## src/clps_pkg.sv

```systemverilog
`default_nettype none

package clps_pkg;

  // Coordinate width default and fixed field widths
  localparam int COORD_BITS_DEF = 12;
  localparam int CFG_W          = 12;
  localparam int CFG_IDX_W      = 3;
  localparam int ADDR_W         = 22;
  localparam int COLOR_W        = 16;
  localparam int QUEUE_DEPTH    = 2;

  // Register indexes
  localparam logic [CFG_IDX_W-1:0] REG_SCREEN_WIDTH  = 3'd0;
  localparam logic [CFG_IDX_W-1:0] REG_SCREEN_HEIGHT = 3'd1;
  localparam logic [CFG_IDX_W-1:0] REG_CLIP_ENABLE   = 3'd2;
  localparam logic [CFG_IDX_W-1:0] REG_CLIP_LEFT     = 3'd3;
  localparam logic [CFG_IDX_W-1:0] REG_CLIP_TOP      = 3'd4;
  localparam logic [CFG_IDX_W-1:0] REG_CLIP_SPAN_X   = 3'd5;
  localparam logic [CFG_IDX_W-1:0] REG_CLIP_SPAN_Y   = 3'd6;

  // Request kinds
  localparam logic REQ_LOAD = 1'b0;
  localparam logic REQ_STEP = 1'b1;

  // Register reset values
  localparam logic [CFG_W-1:0] SCREEN_WIDTH_RST  = 12'd240;
  localparam logic [CFG_W-1:0] SCREEN_HEIGHT_RST = 12'd240;

  typedef struct packed {
    logic [CFG_W-1:0]        screen_width;
    logic [CFG_W-1:0]        screen_height;
    logic                    clip_enable;
    logic signed [CFG_W-1:0] clip_left;
    logic signed [CFG_W-1:0] clip_top;
    logic [CFG_W-1:0]        clip_span_x;
    logic [CFG_W-1:0]        clip_span_y;
  } cfg_t;

endpackage

`default_nettype wire

```

## src/clps_front.sv

```systemverilog
`default_nettype none

module clps_front #(
  parameter int COORD_BITS = clps_pkg::COORD_BITS_DEF
) (
  input  logic                           clk,
  input  logic                           rst,
  input  logic                           in_valid,
  output logic                           in_ready,
  input  logic                           req_type,
  input  logic [COORD_BITS-1:0]          start_x,
  input  logic [COORD_BITS-1:0]          start_y,
  input  logic [COORD_BITS-1:0]          end_x,
  input  logic [COORD_BITS-1:0]          end_y,
  input  logic [clps_pkg::COLOR_W-1:0]   line_color,
  output logic                           head_valid,
  input  logic                           head_pop,
  output logic                           head_step,
  output logic [COORD_BITS-1:0]          head_x1,
  output logic [COORD_BITS-1:0]          head_y1,
  output logic [COORD_BITS-1:0]          head_x2,
  output logic [COORD_BITS-1:0]          head_y2,
  output logic [clps_pkg::COLOR_W-1:0]   head_color,
  output logic [COORD_BITS-1:0]          head_abs_dx,
  output logic [COORD_BITS:0]            head_neg_abs_dy,
  output logic                           head_step_x_neg,
  output logic                           head_step_y_neg
);
  import clps_pkg::*;

  localparam int CB    = COORD_BITS;
  localparam int ENT_W = 1 + 6 * CB + COLOR_W + 1 + 2;
  localparam int PTR_W = (QUEUE_DEPTH > 1) ? $clog2(QUEUE_DEPTH) : 1;
  localparam int CNT_W = $clog2(QUEUE_DEPTH + 1);

  logic [CB:0]       dx;
  logic [CB:0]       dy;
  logic [CB-1:0]     abs_dx;
  logic [CB-1:0]     abs_dy;
  logic [CB:0]       neg_abs_dy;
  logic              step_x_neg;
  logic              step_y_neg;
  logic [ENT_W-1:0]  ent_in;
  logic [ENT_W-1:0]  entries [QUEUE_DEPTH];
  logic [PTR_W-1:0]  wr_ptr;
  logic [PTR_W-1:0]  rd_ptr;
  logic [CNT_W-1:0]  count;
  logic              push;

  // Classify the request and work out the stepper setup
  assign dx = {end_x[CB-1], end_x} - {start_x[CB-1], start_x};
  assign dy = {end_y[CB-1], end_y} - {start_y[CB-1], start_y};
  assign abs_dx = dx[CB] ? CB'((CB+1)'(0) - dx) : dx[CB-1:0];
  assign abs_dy = dy[CB] ? CB'((CB+1)'(0) - dy) : dy[CB-1:0];
  assign neg_abs_dy = (CB+1)'(0) - {1'b0, abs_dy};
  assign step_x_neg = dx[CB] || (dx == '0);
  assign step_y_neg = dy[CB] || (dy == '0);

  assign ent_in = {req_type, start_x, start_y, end_x, end_y, line_color,
                   abs_dx, neg_abs_dy, step_x_neg, step_y_neg};

  assign in_ready   = (count != CNT_W'(QUEUE_DEPTH));
  assign head_valid = (count != '0);
  assign push       = in_valid && in_ready;

  // Present the oldest request
  assign {head_step, head_x1, head_y1, head_x2, head_y2, head_color,
          head_abs_dx, head_neg_abs_dy, head_step_x_neg, head_step_y_neg} = entries[rd_ptr];

  // Store incoming request
  always_ff @(posedge clk) begin
    if (push) begin
      entries[wr_ptr] <= ent_in;
    end
  end

  // Advance pointers and fill count
  always_ff @(posedge clk) begin
    if (rst) begin
      wr_ptr <= '0;
      rd_ptr <= '0;
      count  <= '0;
    end else begin
      if (push) begin
        wr_ptr <= (wr_ptr == PTR_W'(QUEUE_DEPTH - 1)) ? '0 : wr_ptr + PTR_W'(1);
      end
      if (head_pop) begin
        rd_ptr <= (rd_ptr == PTR_W'(QUEUE_DEPTH - 1)) ? '0 : rd_ptr + PTR_W'(1);
      end
      if (push && !head_pop) begin
        count <= count + CNT_W'(1);
      end else if (head_pop && !push) begin
        count <= count - CNT_W'(1);
      end
    end
  end

endmodule

`default_nettype wire

```

## src/clps_stepper.sv

```systemverilog
`default_nettype none

module clps_stepper #(
  parameter int COORD_BITS = clps_pkg::COORD_BITS_DEF
) (
  input  logic                           clk,
  input  logic                           rst,
  input  clps_pkg::cfg_t                 cfg,
  input  logic                           head_valid,
  output logic                           head_pop,
  input  logic                           head_step,
  input  logic [COORD_BITS-1:0]          head_x1,
  input  logic [COORD_BITS-1:0]          head_y1,
  input  logic [COORD_BITS-1:0]          head_x2,
  input  logic [COORD_BITS-1:0]          head_y2,
  input  logic [clps_pkg::COLOR_W-1:0]   head_color,
  input  logic [COORD_BITS-1:0]          head_abs_dx,
  input  logic [COORD_BITS:0]            head_neg_abs_dy,
  input  logic                           head_step_x_neg,
  input  logic                           head_step_y_neg,
  output logic                           pix_valid,
  input  logic                           pix_ready,
  output logic [COORD_BITS-1:0]          pix_x,
  output logic [COORD_BITS-1:0]          pix_y,
  output logic [clps_pkg::COLOR_W-1:0]   pix_color,
  output logic                           pix_last,
  output logic                           pix_vis
);
  import clps_pkg::*;

  localparam int CB    = COORD_BITS;
  localparam int CMP_W = ((CB > CFG_W) ? CB : CFG_W) + 2;

  logic [CB-1:0]      cur_x;
  logic [CB-1:0]      cur_y;
  logic [CB-1:0]      target_x;
  logic [CB-1:0]      target_y;
  logic [CB-1:0]      abs_dx;
  logic [CB:0]        neg_abs_dy;
  logic               step_x_neg;
  logic               step_y_neg;
  logic [CB+1:0]      error_term;
  logic [COLOR_W-1:0] held_color;
  logic               active;

  logic               load;
  logic               emit;
  logic               last;
  logic               move_x;
  logic               move_y;
  logic [CB+1:0]      error_next;
  logic [CB-1:0]      cur_x_next;
  logic [CB-1:0]      cur_y_next;

  logic signed [CMP_W-1:0] xs;
  logic signed [CMP_W-1:0] ys;
  logic signed [CMP_W-1:0] width_s;
  logic signed [CMP_W-1:0] height_s;
  logic signed [CMP_W-1:0] left_s;
  logic signed [CMP_W-1:0] top_s;
  logic signed [CMP_W-1:0] right_s;
  logic signed [CMP_W-1:0] bottom_s;
  logic                    on_screen;
  logic                    in_clip;

  // Take a load or idle step at once; hold a pixel step while the stage is stalled
  assign head_pop = head_valid && (!head_step || !active || !pix_valid || pix_ready);
  assign load     = head_pop && (head_step == REQ_LOAD);
  assign emit     = head_pop && (head_step == REQ_STEP) && active;

  // Check the current pixel against screen and clip rectangle
  assign xs       = CMP_W'($signed(cur_x));
  assign ys       = CMP_W'($signed(cur_y));
  assign width_s  = $signed(CMP_W'(cfg.screen_width));
  assign height_s = $signed(CMP_W'(cfg.screen_height));
  assign left_s   = CMP_W'(cfg.clip_left);
  assign top_s    = CMP_W'(cfg.clip_top);
  assign right_s  = left_s + $signed(CMP_W'(cfg.clip_span_x));
  assign bottom_s = top_s + $signed(CMP_W'(cfg.clip_span_y));
  assign on_screen = (xs >= 0) && (ys >= 0) && (xs < width_s) && (ys < height_s);
  assign in_clip   = (xs >= left_s) && (ys >= top_s) && (xs < right_s) && (ys < bottom_s);

  // One Bresenham update
  assign last   = (cur_x == target_x) && (cur_y == target_y);
  assign move_x = $signed({error_term, 1'b0}) >= $signed({{2{neg_abs_dy[CB]}}, neg_abs_dy});
  assign move_y = $signed({error_term, 1'b0}) <= $signed({3'b000, abs_dx});
  assign error_next = error_term
                    + (move_x ? {neg_abs_dy[CB], neg_abs_dy} : (CB+2)'(0))
                    + (move_y ? {2'b00, abs_dx} : (CB+2)'(0));
  assign cur_x_next = move_x ? (step_x_neg ? cur_x - CB'(1) : cur_x + CB'(1)) : cur_x;
  assign cur_y_next = move_y ? (step_y_neg ? cur_y - CB'(1) : cur_y + CB'(1)) : cur_y;

  // Load a line or advance along it
  always_ff @(posedge clk) begin
    if (rst) begin
      active <= 1'b0;
    end else if (load) begin
      active <= 1'b1;
    end else if (emit && last) begin
      active <= 1'b0;
    end
  end

  always_ff @(posedge clk) begin
    if (load) begin
      cur_x      <= head_x1;
      cur_y      <= head_y1;
      target_x   <= head_x2;
      target_y   <= head_y2;
      abs_dx     <= head_abs_dx;
      neg_abs_dy <= head_neg_abs_dy;
      step_x_neg <= head_step_x_neg;
      step_y_neg <= head_step_y_neg;
      error_term <= {2'b00, head_abs_dx} + {head_neg_abs_dy[CB], head_neg_abs_dy};
      held_color <= head_color;
    end else if (emit && !last) begin
      cur_x      <= cur_x_next;
      cur_y      <= cur_y_next;
      error_term <= error_next;
    end
  end

  // Hold the emitted pixel until the address stage takes it
  always_ff @(posedge clk) begin
    if (rst) begin
      pix_valid <= 1'b0;
    end else if (emit) begin
      pix_valid <= 1'b1;
    end else if (pix_ready) begin
      pix_valid <= 1'b0;
    end
  end

  always_ff @(posedge clk) begin
    if (emit) begin
      pix_x     <= cur_x;
      pix_y     <= cur_y;
      pix_color <= held_color;
      pix_last  <= last;
      pix_vis   <= on_screen && (!cfg.clip_enable || in_clip);
    end
  end

endmodule

`default_nettype wire

```

## src/clps_addr.sv

```systemverilog
`default_nettype none

module clps_addr #(
  parameter int COORD_BITS = clps_pkg::COORD_BITS_DEF
) (
  input  logic                           clk,
  input  logic                           rst,
  input  logic [clps_pkg::CFG_W-1:0]     screen_width,
  input  logic                           pix_valid,
  output logic                           pix_ready,
  input  logic [COORD_BITS-1:0]          pix_x,
  input  logic [COORD_BITS-1:0]          pix_y,
  input  logic [clps_pkg::COLOR_W-1:0]   pix_color,
  input  logic                           pix_last,
  input  logic                           pix_vis,
  output logic                           out_valid,
  input  logic                           out_ready,
  output logic [COORD_BITS-1:0]          pixel_x,
  output logic [COORD_BITS-1:0]          pixel_y,
  output logic [clps_pkg::ADDR_W-1:0]    pixel_address,
  output logic [clps_pkg::COLOR_W-1:0]   pixel_color,
  output logic                           write_enable,
  output logic                           last_pixel
);
  import clps_pkg::*;

  localparam int CB = COORD_BITS;

  logic                  take;
  logic [CB+CFG_W-1:0]   row_base;
  logic [ADDR_W-1:0]     addr;

  assign pix_ready = !out_valid || out_ready;
  assign take      = pix_valid && pix_ready;

  // Form the frame-buffer address, wrapped to the address width
  assign row_base = pix_y * screen_width;
  assign addr     = ADDR_W'(row_base) + ADDR_W'(pix_x);

  // Hold the result until the sink takes it
  always_ff @(posedge clk) begin
    if (rst) begin
      out_valid <= 1'b0;
    end else if (take) begin
      out_valid <= 1'b1;
    end else if (out_ready) begin
      out_valid <= 1'b0;
    end
  end

  always_ff @(posedge clk) begin
    if (take) begin
      pixel_x       <= pix_x;
      pixel_y       <= pix_y;
      pixel_address <= pix_vis ? addr : '0;
      pixel_color   <= pix_color;
      write_enable  <= pix_vis;
      last_pixel    <= pix_last;
    end
  end

endmodule

`default_nettype wire

```

## src/clipped_line_pixel_stepper_top.sv

```systemverilog
// A step request moves from its queue entry to the pixel register, then the output register.
// Throughput: one request per cycle unless out_ready stalls, set by the Bresenham update.
// A two-entry request queue sits between the front end and the stepper.
// Reset (synchronous, rst high) empties the queue and pipeline, drops any loaded line
// and returns the configuration registers to their defaults.
`default_nettype none

module clipped_line_pixel_stepper_top #(
  parameter int COORD_BITS = clps_pkg::COORD_BITS_DEF
) (
  input  logic                              clk,
  input  logic                              rst,
  input  logic                              cfg_we,
  input  logic [clps_pkg::CFG_IDX_W-1:0]    cfg_index,
  input  logic [clps_pkg::CFG_W-1:0]        cfg_data,
  input  logic                              in_valid,
  output logic                              in_ready,
  input  logic                              req_type,
  input  logic signed [COORD_BITS-1:0]      start_x,
  input  logic signed [COORD_BITS-1:0]      start_y,
  input  logic signed [COORD_BITS-1:0]      end_x,
  input  logic signed [COORD_BITS-1:0]      end_y,
  input  logic [clps_pkg::COLOR_W-1:0]      line_color,
  output logic                              out_valid,
  input  logic                              out_ready,
  output logic signed [COORD_BITS-1:0]      pixel_x,
  output logic signed [COORD_BITS-1:0]      pixel_y,
  output logic [clps_pkg::ADDR_W-1:0]       pixel_address,
  output logic [clps_pkg::COLOR_W-1:0]      pixel_color,
  output logic                              write_enable,
  output logic                              last_pixel
);
  import clps_pkg::*;

  localparam int CB = COORD_BITS;

  cfg_t               cfg;

  logic               head_valid;
  logic               head_pop;
  logic               head_step;
  logic [CB-1:0]      head_x1;
  logic [CB-1:0]      head_y1;
  logic [CB-1:0]      head_x2;
  logic [CB-1:0]      head_y2;
  logic [COLOR_W-1:0] head_color;
  logic [CB-1:0]      head_abs_dx;
  logic [CB:0]        head_neg_abs_dy;
  logic               head_step_x_neg;
  logic               head_step_y_neg;

  logic               pix_valid;
  logic               pix_ready;
  logic [CB-1:0]      pix_x;
  logic [CB-1:0]      pix_y;
  logic [COLOR_W-1:0] pix_color;
  logic               pix_last;
  logic               pix_vis;

  // Write configuration registers; ignore unused indexes
  always_ff @(posedge clk) begin
    if (rst) begin
      cfg.screen_width  <= SCREEN_WIDTH_RST;
      cfg.screen_height <= SCREEN_HEIGHT_RST;
      cfg.clip_enable   <= 1'b0;
      cfg.clip_left     <= '0;
      cfg.clip_top      <= '0;
      cfg.clip_span_x   <= '0;
      cfg.clip_span_y   <= '0;
    end else if (cfg_we) begin
      case (cfg_index)
        REG_SCREEN_WIDTH:  cfg.screen_width  <= cfg_data;
        REG_SCREEN_HEIGHT: cfg.screen_height <= cfg_data;
        REG_CLIP_ENABLE:   cfg.clip_enable   <= cfg_data[0];
        REG_CLIP_LEFT:     cfg.clip_left     <= cfg_data;
        REG_CLIP_TOP:      cfg.clip_top      <= cfg_data;
        REG_CLIP_SPAN_X:   cfg.clip_span_x   <= cfg_data;
        REG_CLIP_SPAN_Y:   cfg.clip_span_y   <= cfg_data;
        default: ;
      endcase
    end
  end

  // Accept and classify requests
  clps_front #(
    .COORD_BITS(CB)
  ) u_front (
    .clk             (clk),
    .rst             (rst),
    .in_valid        (in_valid),
    .in_ready        (in_ready),
    .req_type        (req_type),
    .start_x         (start_x),
    .start_y         (start_y),
    .end_x           (end_x),
    .end_y           (end_y),
    .line_color      (line_color),
    .head_valid      (head_valid),
    .head_pop        (head_pop),
    .head_step       (head_step),
    .head_x1         (head_x1),
    .head_y1         (head_y1),
    .head_x2         (head_x2),
    .head_y2         (head_y2),
    .head_color      (head_color),
    .head_abs_dx     (head_abs_dx),
    .head_neg_abs_dy (head_neg_abs_dy),
    .head_step_x_neg (head_step_x_neg),
    .head_step_y_neg (head_step_y_neg)
  );

  // Walk the line
  clps_stepper #(
    .COORD_BITS(CB)
  ) u_stepper (
    .clk             (clk),
    .rst             (rst),
    .cfg             (cfg),
    .head_valid      (head_valid),
    .head_pop        (head_pop),
    .head_step       (head_step),
    .head_x1         (head_x1),
    .head_y1         (head_y1),
    .head_x2         (head_x2),
    .head_y2         (head_y2),
    .head_color      (head_color),
    .head_abs_dx     (head_abs_dx),
    .head_neg_abs_dy (head_neg_abs_dy),
    .head_step_x_neg (head_step_x_neg),
    .head_step_y_neg (head_step_y_neg),
    .pix_valid       (pix_valid),
    .pix_ready       (pix_ready),
    .pix_x           (pix_x),
    .pix_y           (pix_y),
    .pix_color       (pix_color),
    .pix_last        (pix_last),
    .pix_vis         (pix_vis)
  );

  // Address and output register
  clps_addr #(
    .COORD_BITS(CB)
  ) u_addr (
    .clk           (clk),
    .rst           (rst),
    .screen_width  (cfg.screen_width),
    .pix_valid     (pix_valid),
    .pix_ready     (pix_ready),
    .pix_x         (pix_x),
    .pix_y         (pix_y),
    .pix_color     (pix_color),
    .pix_last      (pix_last),
    .pix_vis       (pix_vis),
    .out_valid     (out_valid),
    .out_ready     (out_ready),
    .pixel_x       (pixel_x),
    .pixel_y       (pixel_y),
    .pixel_address (pixel_address),
    .pixel_color   (pixel_color),
    .write_enable  (write_enable),
    .last_pixel    (last_pixel)
  );

`ifndef SYNTH
  // A stalled pixel in the stepper stage must not change
  a_pix_hold: assert property (@(posedge clk) disable iff (rst)
    pix_valid && !pix_ready |=> pix_valid && $stable(pix_x) && $stable(pix_y)
                                && $stable(pix_last) && $stable(pix_vis))
    else $error("stepper pixel changed while stalled");

  // A full request queue always offers a head to the stepper
  a_queue_head: assert property (@(posedge clk) disable iff (rst)
    !in_ready |-> head_valid)
    else $error("request queue full but no head");

  // A written pixel has non-negative x and y and an x below the screen width
  a_on_screen: assert property (@(posedge clk) disable iff (rst)
    out_valid && write_enable |-> !pixel_x[CB-1] && !pixel_y[CB-1]
      && ((CB+CFG_W)'(unsigned'(pixel_x)) < (CB+CFG_W)'(cfg.screen_width)))
    else $error("write enabled for an off-screen pixel");
`endif

endmodule

`default_nettype wire
```

## config.mk

```make
export PLATFORM = sky130hd
export DESIGN_NAME = clipped_line_pixel_stepper_top
export DESIGN_NICKNAME = d
export VERILOG_FILES = /design/src/clps_pkg.sv /design/src/clps_front.sv /design/src/clps_stepper.sv /design/src/clps_addr.sv /design/src/clipped_line_pixel_stepper_top.sv
export SDC_FILE = /design/constraint.sdc
export NUM_CORES = 1
export LEC_CHECK = 0
export ABC_AREA = 1
export BUFFER_PORTS_ARGS = -buffer_cell sky130_fd_sc_hd__clkbuf_2
export CORE_ASPECT_RATIO = 1.75
export CORE_MARGIN = 2
export CORE_UTILIZATION = 35
export CTS_BUF_LIST = sky130_fd_sc_hd__clkbuf_2 sky130_fd_sc_hd__clkbuf_4 sky130_fd_sc_hd__clkbuf_8
export DETAILED_ROUTE_END_ITERATION = 8
export GPL_TIMING_DRIVEN = 0
export PLACE_DENSITY = 0.61
export SETUP_SLACK_MARGIN = 0.15
export SLEW_MARGIN = 10
export SYNTH_ARGS = -nofsm -noshare
export SYNTH_HDL_FRONTEND = slang
export SYNTH_SLANG_ARGS = --single-unit
```

## constraint.sdc

```tcl
create_clock -name clk -period 9.35 [get_ports clk]
set_input_delay 0.935 -clock clk [delete_from_list [all_inputs] [get_ports clk]]
set_output_delay 0.935 -clock clk [all_outputs]
set_load 0.03 [all_outputs]
```

## Yosys cells after proc, flatten, opt, wreduce, memory -nomap -nowiden

Memories as Yosys holds them, arrays and structs flattened. A register that Yosys moved wholly into a read port is not among the register bits.
Cells that the tools add are included.

- Bits in registers: 291
- Latch bits: 0
- Memory bits (writable): 184
- Bits in read-only memories: 0
- Input bits: 85
- Output and inout port bits: 66
- Logic and storage cells: 156
- Memories: 1

- Add/sub/neg operators: 19
- $mul: 1
- Div/mod/pow operators: 0
- Order comparisons: 10
- Eq/ne operators: 9
- Shift operators: 0
- Muxes and demuxes: 28
- Bitwise logic cells: 1
- Reduce and logical (&&, ||, !) cells: 53

Memories:

| name | depth | width | rd ports | clocked after memory_dff | wr ports | line | RTL |
|---|---|---|---|---|---|---|---|
| u_front.entries | 2 | 92 | 1 | 1 | 1 | clps_front.sv:44 | `logic [ENT_W-1:0] entries [QUEUE_DEPTH];` |

Operators by type and width:

| cell | count |
|---|---|
| 12-bit 2-to-1 mux | 11 |
| 14-bit 2-to-1 mux | 3 |
| 12-bit by 13-bit adder with 14-bit output | 2 |
| 14-bit adder | 2 |
| 12-bit by 14-bit less-than comparator with 1-bit output | 2 |
| 13-bit zero test | 2 |
| 12-bit by 13-bit less-than comparator with 1-bit output | 2 |
| 12-bit by 12-bit subtractor with 13-bit output | 2 |
| 12-bit by 1-bit adder with 12-bit output (second input constant) | 2 |
| 12-bit == test | 2 |
| 12-bit by 1-bit greater-or-equal comparator with 1-bit output (second input constant) | 2 |
| 12-bit greater-or-equal comparator | 2 |
| 1-bit by 12-bit subtractor with 12-bit output (first input constant) | 2 |
| 12-bit by 1-bit subtractor with 12-bit output (second input constant) | 2 |
| 22-bit by 12-bit adder with 22-bit output | 1 |
| 12-bit by 12-bit multiplier with 22-bit output | 1 |
| 1-bit logical AND | 18 |
| 2-bit AND reduction | 9 |
| 2-bit nonzero test | 8 |
| 15-bit by 13-bit greater-or-equal comparator with 1-bit output | 1 |
| 15-bit by 13-bit less-or-equal comparator with 1-bit output | 1 |
| 13-bit by 13-bit adder with 14-bit output | 1 |
| 1-bit by 12-bit subtractor with 13-bit output (first input constant) | 1 |
| 1-bit 2-to-1 mux | 12 |
| other kinds (12) | 30 |

## Depth between registers and ports, before layout

Gate-level depths: netlist of the first run.

- Depth after elaboration: 10
- Gate-level depth with buffers: 24

## Cells and area by module

A second synthesis of the first run with hierarchy kept.

- Cells, all modules: 3309
- Area, all modules: 30948.4 sq um

Modules (own cells, without submodules):

| module | instances | cells an instance | area an instance (sq um) | sequential area each (sq um) |
|---|---|---|---|---|
| clps_stepper | 1 | 1252 | 11297.1 | 4454.3 |
| clps_front | 1 | 767 | 9313.9 | 5625.4 |
| clps_addr | 1 | 871 | 7442.1 | 1941.9 |
| clipped_line_pixel_stepper_top | 1 | 419 | 2895.3 | 1461.4 |

## Worst setup path after synthesis of the first run

Ideal clock, no wire load.

- Kind: in2reg
- From: input port in_valid
- To: memory u_front.entries[1][0] (netlist bit) (enable)
- Data arrival time: 4.889 ns
- Slack: 3.916 ns
- Stages: 2
- Buffers on the path: 0
- Cell sequence: nand2_1 nor2_1

- Cells in the longest elaborated chain, start to end: 3

Ends and longest elaborated chain:

| what | line | RTL |
|---|---|---|
| start, declared | clipped_line_pixel_stepper_top.sv:16 | `input logic in_valid,` |
| 1-bit logical AND | clps_front.sv:64 | `assign push = in_valid && in_ready;` |
| 1-bit 2-to-1 mux | clps_front.sv:72 | `if (push) begin` |
| 1-bit 2-to-1 mux (not written as such) | clps_front.sv:73 | `entries[wr_ptr] <= ent_in;` |
| end, declared | clps_front.sv:44 |  |

No other way between the ends.

## Final worst setup path of the first run

- From: register u_stepper.pix_y[2]
- To: register u_addr.pixel_address[19] (netlist bit) (data pin)

- Cells in the longest elaborated chain, start to end: 2

Ends and longest elaborated chain:

| what | line | RTL |
|---|---|---|
| start, declared | clps_stepper.sv:24 | `output logic [COORD_BITS-1:0] pix_y,` |
| start signal, assigned | clps_stepper.sv:137 | `pix_y <= cur_y;` |
| 12-bit by 12-bit multiplier with 22-bit output | clps_addr.sv:37 | `assign row_base = pix_y * screen_width;` |
| 22-bit by 12-bit adder with 22-bit output | clps_addr.sv:38 | `assign addr = ADDR_W'(row_base) + ADDR_W'(pix_x);` |
| end signal, assigned | clps_addr.sv:55 | `pixel_address <= pix_vis ? addr : '0;` |
| end, declared | clps_addr.sv:20 | `output logic [clps_pkg::ADDR_W-1:0] pixel_address,` |

No other way between the ends.
A chain may end at the register's enable or synchronous reset.

==> out/summary.md, run 1 <==
The run finished with clean final reports. TritonCTS built the clock tree. Counting both buffers and inverters, the worst setup path holds a total of 4.

Counting buffers and inverters, the worst setup path is 20 cells deep. In this design, the stage delay of the slowest critical-path cell is 0.67 ns. Sequential cells were found to cover 45.92% of the synthesized design area. The ratio of cells with drive above 1 in the final layout is 9.719%, and the count of placed standard cells in the final layout, fillers left out is 4441.

The startpoint identified for the worst register-to-register timing path is u_stepper.pix_y[2]. The area growth from synthesis to layout is 13.32%. The run gives 3 as the H-tree depth. The run gives 476 as the total clock sinks. On the critical path, the stage with the largest delay is an instance of edfxtp_1.

The class of the tightest hold or removal check was register to register. The first detailed-routing pass ran for 5 iterations. The total standard cell area after synthesis was 29360 um^2; the number of vias after detailed routing was 21.49k.

The core area came out at 83200 um^2. Measured against the total synthesized area, the mux share comes to 0.2045%. Dividing the synthesized area by the synthesized cell count gives 9.530 um^2. The number of hold buffers added after CTS was 0.

Setup violations remaining at the end of the flow were counted as 0. The worst path meets setup with 3.283 ns of slack. In this run the worst path has a maximum fanout of 10. The tools report the post-cts repair resize count as 0. The final core utilization is 39.99%, and the wire length of the first global-routing pass is 119300 um. Input and output buffers added on the ports amount to 150. Setup repair after global routing left no endpoint under its margin. Summing the areas of all and, or, nand and nor instances in the mapped netlist gives 14.34% of the synthesized area. For this block, the initial DRC count from the detailed router was 1186. For the max-capacitance violation count, the log shows 0. Dividing the detail-routed wire length by the instance count gives 17.33 um. For the initial antenna violation count, the log shows 2.

Once placement completed, the tool counted placed cells totaling 4308. Walking the worst path, the cells encountered are clkbuf_1 > nand2_1 > fa_1 > fa_1 > inv_1 > fa_1 > fa_1 > inv_1 > fa_1 > inv_1 > ha_1 > nand2_1 > nor2_1 > nand2_1 > o211ai_1 > o21bai_1 > a21oi_1 > o21ai_0 > o21ai_0 > a21oi_1. The slew of the pin with the lowest slew margin works out to 0.9318 ns. The remaining max-slew budget at the tightest pin is 37.88%, and the xor and xnor area share after synthesis is 3.162%. Counting flops with a built-in enable in the synthesized netlist gives 395.

The tools report the number of hold violations in the final report as 0. After Yosys synthesis, full adders, half adders and majority gates account for 19.69% of the synthesized area. The tools report the count of mapped cells out of synthesis as 3081. Post-CTS setup-driven buffer insertion count: 0. The arrival time at the worst endpoint is 6.52 ns.

After filler insertion, the fill cell instance count of the layout stands at 8216. The library cell used most frequently in the layout, excluding fill and tap cells, is nand2_1. The maximum clock path buffer count is 3, and the count of unique library cells instantiated by Yosys is 50.

The die covers 86310 um^2. The data required time at the worst endpoint came out at 9.81 ns. The worst setup path is launched from a register. In this design, the critical path's most frequently occurring cell is fa_1. For this run the aggregate overflow at the end of global routing stands at 0. The logs give 164.8 MHz for the fmax and 0 for the residual antenna-violating net count after detailed routing. For this design the static power due to leakage is 15.10 nW. The worst-case clock skew is 0.03797 ns.

In this design, the largest share of critical-path delay is due to adder cells. The synthesized netlist devotes 8.979% of its cell area to compound gates. The tools report the post-placement setup slack as 3.356 ns.

The chip width is 222.9 um. The most instantiated flip-flop cell in the synthesis netlist was edfxtp_1. In this run the worst setup path terminates at u_addr.pixel_address[19]. The routed design has 76960 um of wire. Entering global routing, the biggest net connects 48 pins.

In this run the worst setup path begins at u_stepper.pix_y[2]. At the later pin of the worst-skew pair, clock insertion delay measures 0.73 ns. The worst reg2reg path endpoint is u_addr.pixel_address[19].

Across the VDD grid, the largest voltage drop is 0.0001419 V. The logs give 21.97k for the via count of the first global-routing pass and 0 for the total number of yosys warnings. Counting cells, the worst reg-to-reg path comes to 20. Routability-driven placement finished with a final weighted congestion of 0.9796.

For this configuration, the core starts out at a cell density of 35.29%. The start-to-end type of the worst setup path is register to register. After clock tree synthesis, the clock-pin slew on the worst setup and hold paths is 0.06 ns. The HPWL after detailed placement is 61370 um. The top cell types in the final layout, fill and taps aside, are nand2_1, inv_1, edfxtp_1. The ratio of routed vias to standard cells is 4.838, and the boundary pin count is 151. Global routing used 18.08% of the available tracks.

The clock tree root buffer cell is clkbuf_8. Adding up every negative setup slack in the final design gives 0 ns. The floorplan step set the die height to 387.2 um. Counting flops with an async set or reset pin after synthesis yields a share of 0%. The synthesized design contains 476 register bits. The number of nets handed over by synthesis was 3550. In this run the power density over the cells is 310.3 nW/um^2. The floorplan has 140 rows. The fraction of the cycle the final worst path needs is 64.88%, and the final net count is 3789. For the number of buffers created by CTS, the log shows 75. The number of pins with negative max-slew slack in the final report came out at 0. The tools report the minimum setup slack among reg-to-reg paths as 3.28 ns. By area, the combinational part of the netlist is dominated by adder cells. The minimum clock period after layout came out at 6.067 ns. In the routed design, unresolved DRC markers number 0. For the worst hold slack, the log shows 0.3990 ns.

The critical path endpoint category was a register.
[synthesized netlist by cell type (16+ instances only)]
| cell type | n | area share, % |
|---|---|---|
| nand3_1 | 65 | 1.1 |
| inv_1 | 520 | 6.6 |
| dfxtp_1 | 81 | 5.5 |
| o21ai_0 | 174 | 3.0 |
| nor3_1 | 21 | 0.36 |
| ha_1 | 254 | 11 |
| xor2_1 | 62 | 1.8 |
| nor2_1 | 150 | 1.9 |
| clkbuf_1 | 70 | 0.89 |
| a21oi_1 | 232 | 4.0 |
| nand2_1 | 706 | 9.0 |
| edfxtp_1 | 395 | 40 |
| o211ai_1 | 16 | 0.41 |
| fa_1 | 130 | 8.9 |
| xnor2_1 | 44 | 1.3 |
| nand4_1 | 27 | 0.58 |
[worst min-delay path by stage]
stage,slack [ns],to,cells after the start,from
after floorplan,0.40,u_addr.last_pixel,0,u_stepper.pix_last
after global placement,0.40,u_addr.pixel_color[0],0,u_stepper.pix_color[0]
after detailed placement,0.41,u_addr.pixel_color[7],0,u_stepper.pix_color[7]
after CTS,0.32,u_front.entries[0][37],1,line_color[10]
after global routing,0.38,u_front.entries[0][37],1,line_color[10]
final,0.40,u_addr.last_pixel,0,u_stepper.pix_last
[metal layers]
layer	vias up	GRT usage, %	wire [um]
li1	10630	-	-
met1	10200	18.67	28890
met2	473	34.73	41310
met3	189	2.450	2729
met4	2	9.933	4022
met5	-	0	8
[worst register-to-register path, delay by kind of cell (launching register included)]
family | cells | cell delay (ns)
AOI/OAI and AO/OA | 6 | 1.09
DFF | 1 | 0.67
buffers and inverters | 4 | 0.71
and+or+nand+nor | 4 | 0.38
adders and majority gates | 6 | 2.95
[kinds of logic (layout without fill, tap and decap cells)]
group           Yosys count  count (layout)
simple gates           1024            1024
fa+ha+maj               384             384
buf+inv                 600             894
other cells               0               1
compound gates          485             485
xor+xnor                106             106
flops                   476             476
mux                       6               6
[per-stage QoR]
step	total power, mW	area [um^2]
floorplan	6.998	29360
global placement	8.419	31450
detailed placement	8.516	31740
CTS	10.42	33270
global route	11.26	33270
finish	10.32	33270
[report_power, final]
part           leakage [nW]  switching (mW)  internal, mW
clock                 0.795           0.871         0.979
combinational          9.99            3.23          1.89
sequential             4.31           0.368          2.99
[flip-flops by register name, summed over array words and instances, names as in the netlist, 13 cells and up, named ones only]
register	count
u_front.entries	184
cfg	73
u_addr.pixel_address	22
u_addr.pixel_color	16
u_stepper.held_color	16
u_stepper.pix_color	16
u_stepper.error_term	14
u_stepper.neg_abs_dy	13
[cell type report]
| class | instances | area, um^2 | area share, % |
|---|---|---|---|
| well taps | 1065 | 1333 | 4.005 |
| flip-flops and latches | 476 | 13480 | 40.52 |
| plain buffers | 76 | 299.0 | 0.8987 |
| clock buffers | 97 | 1229 | 3.693 |
| repair buffers | 162 | 1020 | 3.065 |
| clock inverters | 35 | 297.8 | 0.8950 |
| inverters | 524 | 1967 | 5.911 |
| diodes | 1 | 2.502 | 0.007521 |
| multi-input cells | 2005 | 13640 | 41.00 |
(Power assumes the default switching activity.)
==> run 2, diff against run 1 <==
--- a/config.mk
+++ b/config.mk
@@ -13,7 +13,7 @@
 export CTS_BUF_LIST = sky130_fd_sc_hd__clkbuf_2 sky130_fd_sc_hd__clkbuf_4 sky130_fd_sc_hd__clkbuf_8
 export DETAILED_ROUTE_END_ITERATION = 8
 export GPL_TIMING_DRIVEN = 0
-export PLACE_DENSITY = 0.61
+export PLACE_DENSITY = 0.63
 export SETUP_SLACK_MARGIN = 0.15
 export SLEW_MARGIN = 10
 export SYNTH_ARGS = -nofsm -noshare
==> constraint.sdc (replaced) <==
create_clock -name clk -period 5.1 [get_ports clk]
set_input_delay 0.51 -clock clk [delete_from_list [all_inputs] [get_ports clk]]
set_output_delay 0.51 -clock clk [all_outputs]
set_load 0.03 [all_outputs]
==> run 2 against run 1 <==
Core utilization increased by 1.9 points. Wire length up 3.0%. Global-route usage rose by 0.30 points. Clock skew grew 0.0024 ns. Worst hold slack worse by 0.34 ns. Non-clock buffer count grew 71. Register-to-register slack got worse by 3.2 ns. Clock-buffer cell count up 2. Combinational power up 130%. Total power grew 110%. Largest cell class unchanged.
==> out/summary.md, run 2 (same netlist as run 1, synthesis figures left out) <==
Start-to-end type of the worst setup path: register to register. The floorplan step defined a die boundary enclosing 86310 um^2. The slew of the pin with the lowest slew margin was 0.9488 ns. After clock tree synthesis, the clock-pin slew on the worst setup and hold paths is 0.06 ns. Compared with the post-synthesis result, the final layout area differs by 18.60%. Max-cap violations in this run came to 0.

The ratio of routed vias to standard cells was 4.852; the ratio of cells with drive above 1 in the final layout was 15.05%. Dividing total power by cell area gives a power density of 614.3 nW/um^2. The tree built by TritonCTS fans out to 476 sinks.

The leakage power total is 15.76 nW, and the depth of the worst hold-timing path is 1. The fmax came out at 200.3 MHz. Fraction of the cycle the final worst path needs: 97.89%. The tools report the capture endpoint of the worst hold path as u_front.entries[1][46]. The first global-routing pass estimated 120800 um of wire.

For the leftover overflow at the end of global routing, the log shows 0. Setup repair after global routing could not meet its margin everywhere. For the via count of the first global-routing pass, the log shows 22.33k.

The arrival time at the worst endpoint was 5.42 ns; the sum of net half-perimeters after detailed placement was 61540 um. The die is 387.2 um tall. TritonCTS built the clock tree. The largest registers in the layout are u_front.entries x184, cfg x73, u_addr.pixel_address x22. Number of pins with negative max-slew slack in the final report: 0. The data required time at the worst endpoint was 5.53 ns.

The worst reg2reg path endpoint is u_addr.pixel_address[19]. The logs give 3 for the H-tree depth and 21.91k for the number of vias after detailed routing. The flip-flop count of the largest register, all copies and words added was 184.

For the overall fraction of global-route tracks in use, the log shows 18.39%. The congestion estimate from routability-driven global placement came to 0.9688. The final setup violation count was 0; the worst-skew pair later-pin latency was 0.69 ns.

The final layout contains routed wiring with a total length of 79240 um. The number of buffers created by CTS was 76; the core area was 83200 um^2. Once the floorplan was initialized, standard cells occupied 35.29% of the core. In the final routed layout, each cell accounts on average for 17.55 um.

Startpoint class of the critical path: a register. After the last flow step, the layout net total stands at 3861. The worst-case IR drop observed on VDD is 0.0003841 V. Cells fill 41.85% of the core in the end. The DRC violations left is 0, and the worst reg-to-reg path cell count is 22.

Along the worst path, the maximum fanout reaches 4. The worst-case clock skew is 0.04037 ns. Worst min-delay path startpoint: end_y[3]. The most common cell after layout, fill and taps aside was nand2_1. The initial antenna violation count was 4; the DRC marker count from the first detailed-route iteration was 1032. The critical path endpoint category was a register.

151 I/O pins were placed. After floorplanning, the core was divided into 140 placement rows. The minimum setup slack among reg-to-reg paths is 0.11 ns. Entering global routing, the biggest net connects 52 pins.

The class of the tightest hold or removal check is input port to register. The tree is rooted in a clkbuf_8. The startpoint identified for the worst register-to-register timing path is u_stepper.pix_y[9].

In this run the horizontal extent of the chip is 222.9 um. The logs give 0 for the number of hold violations in the final report and 36.75% for the remaining max-slew budget at the tightest pin. The run finished with clean final reports. The first-pass iteration count of the detailed router was 5; the minimum clock period after layout was 4.993 ns. Leaving out fill and tap cells, the most frequent cells in the layout are nand2_1, inv_1, edfxtp_1. u_front.entries holds more flip-flops than any other register.

Worst hold slack: 0.06339 ns. The clock passes through at most 3 buffers. Once detail routing completed, the nets flagged for antenna violations numbered 0.

In this run the tool buffered the top-level ports with 150 buffer cells.
## run 2: final cells by class
cell class / instances / area [um^2]
tap: 1065 / 1333
clock inverter: 36 / 307.8
inverter: 524 / 1967
timing repair buffer: 234 / 1707
buffer: 75 / 530.5
clock buffer: 99 / 1244
multi-input combinational: 2005 / 14240
fill: 8039 / 48380
sequential: 476 / 13500
antenna: 1 / 2.502
## run 2: layer usage
metal / routed length, um / vias up / share of wire, % / GRT usage, %
met2: 42320 / 543 / 53 / 35.59
met3: 2912 / 209 / 3.7 / 2.238
met1: 29280 / 10380 / 37 / 18.60
met4: 4713 / 2 / 5.9 / 10.85
li1: - / 10770 / - / -
met5: 13 / - / 0.016 / 0
## run 2: metrics by stage
stage / cell area (um^2) / instances / setup slack (ns) / total power, mW / setup TNS [ns]
2_1_floorplan: 29380 / 3081 / 0.1556 / 12.82 / 0
3_3_place_gp: 31460 / 4296 / -0.8958 / 15.35 / -56.20
3_5_place_dp: 31780 / 4309 / -0.9344 / 15.60 / -8.148
4_1_cts: 34460 / 4504 / 0.07358 / 20.36 / 0
5_1_grt: 34820 / 4515 / -0.04613 / 22.99 / -0.1731
6_report: 34820 / 4515 / 0.1074 / 21.39 / 0
## run 2: repair_timing
item	4_1_cts	5_1_grt
gates resized for setup	151	95
setup buffers	41	11
pin swaps	48	64
hold buffers	18	0
endpoints found under the hold margin	34	0
endpoints found under the setup margin	21	14
cloned	1	0
## run 2: worst max path at each step
stage,slack (ns),cells past startpoint,endpoint,start
after floorplan,0.16,20,u_addr.pixel_address[18],cfg[70]
after global placement,-0.90,17,u_addr.pixel_address[21],u_stepper.pix_y[8]
after detailed placement,-0.93,17,u_addr.pixel_address[21],u_stepper.pix_y[8]
after CTS,0.07,20,u_addr.pixel_address[19],u_stepper.pix_y[5]
after global routing,-0.05,23,u_addr.pixel_address[16],u_stepper.pix_y[5]
final,0.11,22,u_addr.pixel_address[19],u_stepper.pix_y[9]
## run 2: worst max-delay path: stages (launching register included)
cell and delay [ns]:
edfxtp_1 0.42, buf_6 0.16, nand2_1 0.06, inv_1 0.05, fa_1 0.56, inv_1 0.06
fa_1 0.50, inv_1 0.05, fa_1 0.47, fa_1 0.49, inv_1 0.05, fa_1 0.52
inv_1 0.06, ha_4 0.26, nand2_2 0.10, nor2_4 0.04, nand2_1 0.06, o211ai_1 0.15
o21bai_4 0.24, a21oi_4 0.17, o21ai_2 0.08, o21ai_1 0.14, a21oi_1 0.06
## run 2: power breakdown
group          switching, mW  internal [mW]  total, mW
sequential             0.650           5.47       6.12
clock                   1.58           1.82       3.40
combinational           7.07           4.80       11.9
==> run 3, diff against run 2 <==
--- a/config.mk
+++ b/config.mk
@@ -7,6 +7,7 @@
 export LEC_CHECK = 0
 export ABC_AREA = 1
 export BUFFER_PORTS_ARGS = -buffer_cell sky130_fd_sc_hd__clkbuf_2
+export CAP_MARGIN = 0
 export CORE_ASPECT_RATIO = 1.75
 export CORE_MARGIN = 2
 export CORE_UTILIZATION = 35
@@ -18,4 +19,5 @@
 export SLEW_MARGIN = 10
 export SYNTH_ARGS = -nofsm -noshare
 export SYNTH_HDL_FRONTEND = slang
+export SYNTH_HIERARCHICAL = 1
 export SYNTH_SLANG_ARGS = --single-unit
==> run 3 against run 2 <==
Via count increased by 5.7%. Largest power group unchanged. Total power about the same. Critical endpoint is now u_addr/pixel_address[21]. Clock-buffer cell count fell by 3. Clock power up 2%. Highest routed layer is now met4. Wire length up 4.9%. Sequential power barely moved. Cell count up 8.0%.
==> out/summary.md, run 3 <==
The die covers 90910 um^2. In this run switching power makes up 44.21% of total power. In the synthesized netlist, the cells that appear most often are nand2_1, inv_1, edfxtp_1. Derived from the worst setup path, the maximum achievable clock frequency is 204.3 MHz.

The most used standard cell by instance count after synthesis was nand2_1. The number of placed instances, taps included, is 4640. Synthesis inferred 476 register bits. The analysis attributes to net switching a power of 9.463 mW. The die span in y came out at 397.4 um. In the final layout, the share of cells above drive strength 1 is 17.42%. The congestion estimate from routability-driven global placement came to 0.9184.

The netlist uses 51 different library cells. STA puts the critical path data required time at 5.55 ns. The number of nets handed over by synthesis was 3778. The number of enable flip-flop cells after synthesis is 395. The sum of negative setup slack is 0 ns. For the wire length of the first global-routing pass, the log shows 126100 um. The biggest area contributor in the post-synthesis netlist is edfxtp_1.

The row count was 144. The number of cells on the worst reg-to-reg path is 19. Internal power comes to 11.94 mW. Of the total power, combinational logic draws 55.3%. The sequential share of the synthesized area was 43.57%.

The overall fraction of global-route tracks in use came out at 18.05%. The tools report the minimum setup slack among reg-to-reg paths as 0.21 ns. Clock-pin slew was measured on the worst setup and hold paths at 0.06 ns. The number of vias after detailed routing is 23.17k, and the chip width is 228.8 um. The number of hold violations in the final report came out at 0. In this run the biggest area consumer among cell types represents 38.33% of the synthesized area. The first routing iteration left 960 violations. In the synthesized netlist, the number of instances is 3309. Largest fanout of any net on the critical path: 5. The depth of the worst hold-timing path is 1. The clock tree root buffer cell was clkbuf_8. The critical path endpoint category is a register.

For hold timing, the worst endpoint is u_front/entries[0][67]. The sum of internal, switching and leakage power is 21.41 mW. Entering global routing, the biggest net connects 62 pins. Initial antenna violation count: 1.

In the synthesized netlist the dominant register cell turns out to be edfxtp_1. The first detailed-routing pass ran for 7 iterations. Setup repair after global routing could not meet its margin everywhere. For the max-capacitance violation count, the log shows 0. The reg-to-reg startpoint was u_stepper/pix_y[6].

The path class of the tightest hold or removal check is input port to register. The mapped netlist covers 30950 um^2. The logs give 83110 um for the post-detailed-routing wire length and 0 for the DRC violations left. Summed over all layers, the global routing overflow is 0. The register with the most flip-flops in the layout has 184 of them.

Measured against its own limit, the worst slew margin works out to 38.08%. Of the total power, registers draw 28.5%. The tools report the worst-case clock skew as 0.05238 ns.

IR analysis of the VDD net gives a maximum drop of 0.0004423 V. The ratio of routed vias to standard cells was 4.750. Worst reg2reg path endpoint: u_addr/pixel_address[21]. At the pin with the least slew margin, the transition time is 0.9287 ns. The largest registers in the layout are u_front/entries x184, cfg x73, u_addr/pixel_address x22. The library cell used most frequently in the layout, excluding fill and tap cells, is nand2_1.

The H-tree depth came out at 3. The library cells used most frequently in the layout, excluding fill and tap cells, are nand2_1, inv_1, edfxtp_1. The start-to-end type of the worst setup path is register to register. TritonCTS built the clock tree. Counting flops per register, the top entry is u_front/entries. The minimum clock period after layout is 4.895 ns. The run gives 16.61 nW as the leakage power total. Relative to the synthesized area, the layout overhead comes to 18.66%.

The run gives 87920 um^2 as the core area. The run finished with clean final reports. Number of input and output port buffers inserted: 150. The Yosys step of the flow raised 6 warnings. Detailed placement ended at an HPWL of 65030 um. The power density over the cells was 582.9 nW/um^2; the final setup violation count was 0. The run gives 4877 as the count of placed standard cells in the final layout, fillers left out. The fraction of registers with async set or reset after synthesis was 0%; the fraction of the cycle the final worst path needs was 95.97%. Dividing the detail-routed wire length by the instance count gives 17.04 um. Dividing the synthesized area by the synthesized cell count gives 9.353 um^2.

The total clock sinks is 476, and the number of buffers created by CTS is 76. STA classifies the critical path startpoint as a register. For the residual antenna-violating net count after detailed routing, the log shows 0. For this configuration, the core starts out at a cell density of 35.20%. Clock latency on the worst-skew pair, taken at its later pin, is 0.73 ns. For the worst setup path, the data arrival time is 5.35 ns.

After the last flow step, the layout net total stands at 4120. The share of power burned in the clock network came out at 16.2%. The worst hold path begins at start_y[0]. The via count of the first global-routing pass is 23.63k. The number of pins with negative max-slew slack in the final report is 0, and the maximum clock path buffer count is 3. Boundary pin count: 151. By area the synthesized netlist is led by edfxtp_1, ha_1, nand2_1.
run 3: cell count changes after synthesis, moves of 36 or more:
cell and change:
nand3_1 +132, a21oi_1 -82, mux2_2 +92, nor2_1 +124, o21ai_0 -83, inv_1 +36
run 3: how the worst max path moves through the flow:
stage | startpoint | end | slack, ns | cells after the start
finish | u_stepper/pix_y[6] | u_addr/pixel_address[21] | 0.21 | 19
global route | u_stepper/pix_y[6] | u_addr/pixel_address[17] | 0.06 | 19
detailed placement | u_stepper/pix_y[1] | u_addr/pixel_address[14] | -0.53 | 19
CTS | u_stepper/pix_y[10] | u_addr/pixel_address[21] | 0.15 | 21
global placement | out_ready | u_addr/pixel_color[0] | -1.26 | 3
floorplan | cfg[72] | u_addr/pixel_address[20] | 0.43 | 20
run 3: through the flow:
stage          utilization [%]  area [um^2]  setup slack [ns]  hold slack (ns)
2_1_floorplan                -        30950            0.4260           0.4003
3_3_place_gp             37.72        33170            -1.264           0.4006
3_5_place_dp             38.08        33480           -0.5251           0.4045
4_1_cts                  41.02        36070            0.1549         0.002824
5_1_grt                  41.77        36720           0.06359          0.02514
6_report                 41.77        36720            0.2053          0.07508
run 3: cell families (layout without fill, tap and decap cells):
family | count (synthesis) | count (layout) | synth area share [%]
AND/OR/NAND/NOR | 1321 | 1321 | 18.40
adder cells (fa/ha/maj) | 384 | 384 | 18.68
flip-flops | 476 | 476 | 43.57
other | 0 | 1 | 0
XOR/XNOR | 95 | 95 | 2.689
buffers and inverters | 636 | 1035 | 7.888
multiplexers | 92 | 92 | 3.347
AO/OA/AOI/OAI | 305 | 305 | 5.430
run 3: repair_timing:
| action | CTS | global route |
|---|---|---|
| buffers inserted | 15 | 18 |
| hold endpoints to repair | 125 | 0 |
| pin swaps | 5 | 63 |
| hold buffers | 63 | 0 |
| gates cloned | 0 | 5 |
| endpoints found under the setup margin | 14 | 13 |
| gates resized for setup | 88 | 111 |
run 3: area by class of cell:
type	instances	area (um^2)
fillers	8693	51200
plain buffers	71	534.3
repair buffers	264	2085
diodes	1	2.502
flip-flops and latches	476	13520
well taps	1168	1461
clock inverters	39	341.6
multi-input cells	2197	15420
clock buffers	96	1240
inverters	565	2121
run 3: power by group through the flow:
stage | sequential [mW] | combinational, mW | clock (mW)
final | 6.09 | 11.8 | 3.48
after global placement | 6.24 | 9.91 | 0
after floorplan | 5.93 | 7.50 | 0
after detailed placement | 6.20 | 10.2 | 0
after CTS | 6.11 | 10.5 | 3.61
after global routing | 6.18 | 13.2 | 3.75
run 3: worst max-delay path, stage by stage (launching register included):
cell and delay [ns]:
edfxtp_1 0.57, clkbuf_16 0.22, nand2_1 0.07, fa_2 0.52
inv_1 0.05, fa_2 0.59, fa_1 0.44, fa_1 0.50
inv_1 0.05, fa_1 0.49, inv_2 0.05, ha_4 0.32
nand2_4 0.09, nor2_4 0.12, nand2_1 0.08, nand3b_1 0.18
nand3_2 0.12, nand2_1 0.06, nand2_1 0.05, nor2_1 0.04
run 3: per-layer routing:
layer	wire length, um	GRT usage, %	part of all wire (%)
met1	29970	17.93	36
met2	46090	36.02	55
met3	2758	2.516	3.3
met4	4300	9.045	5.2
met5	0	0	0
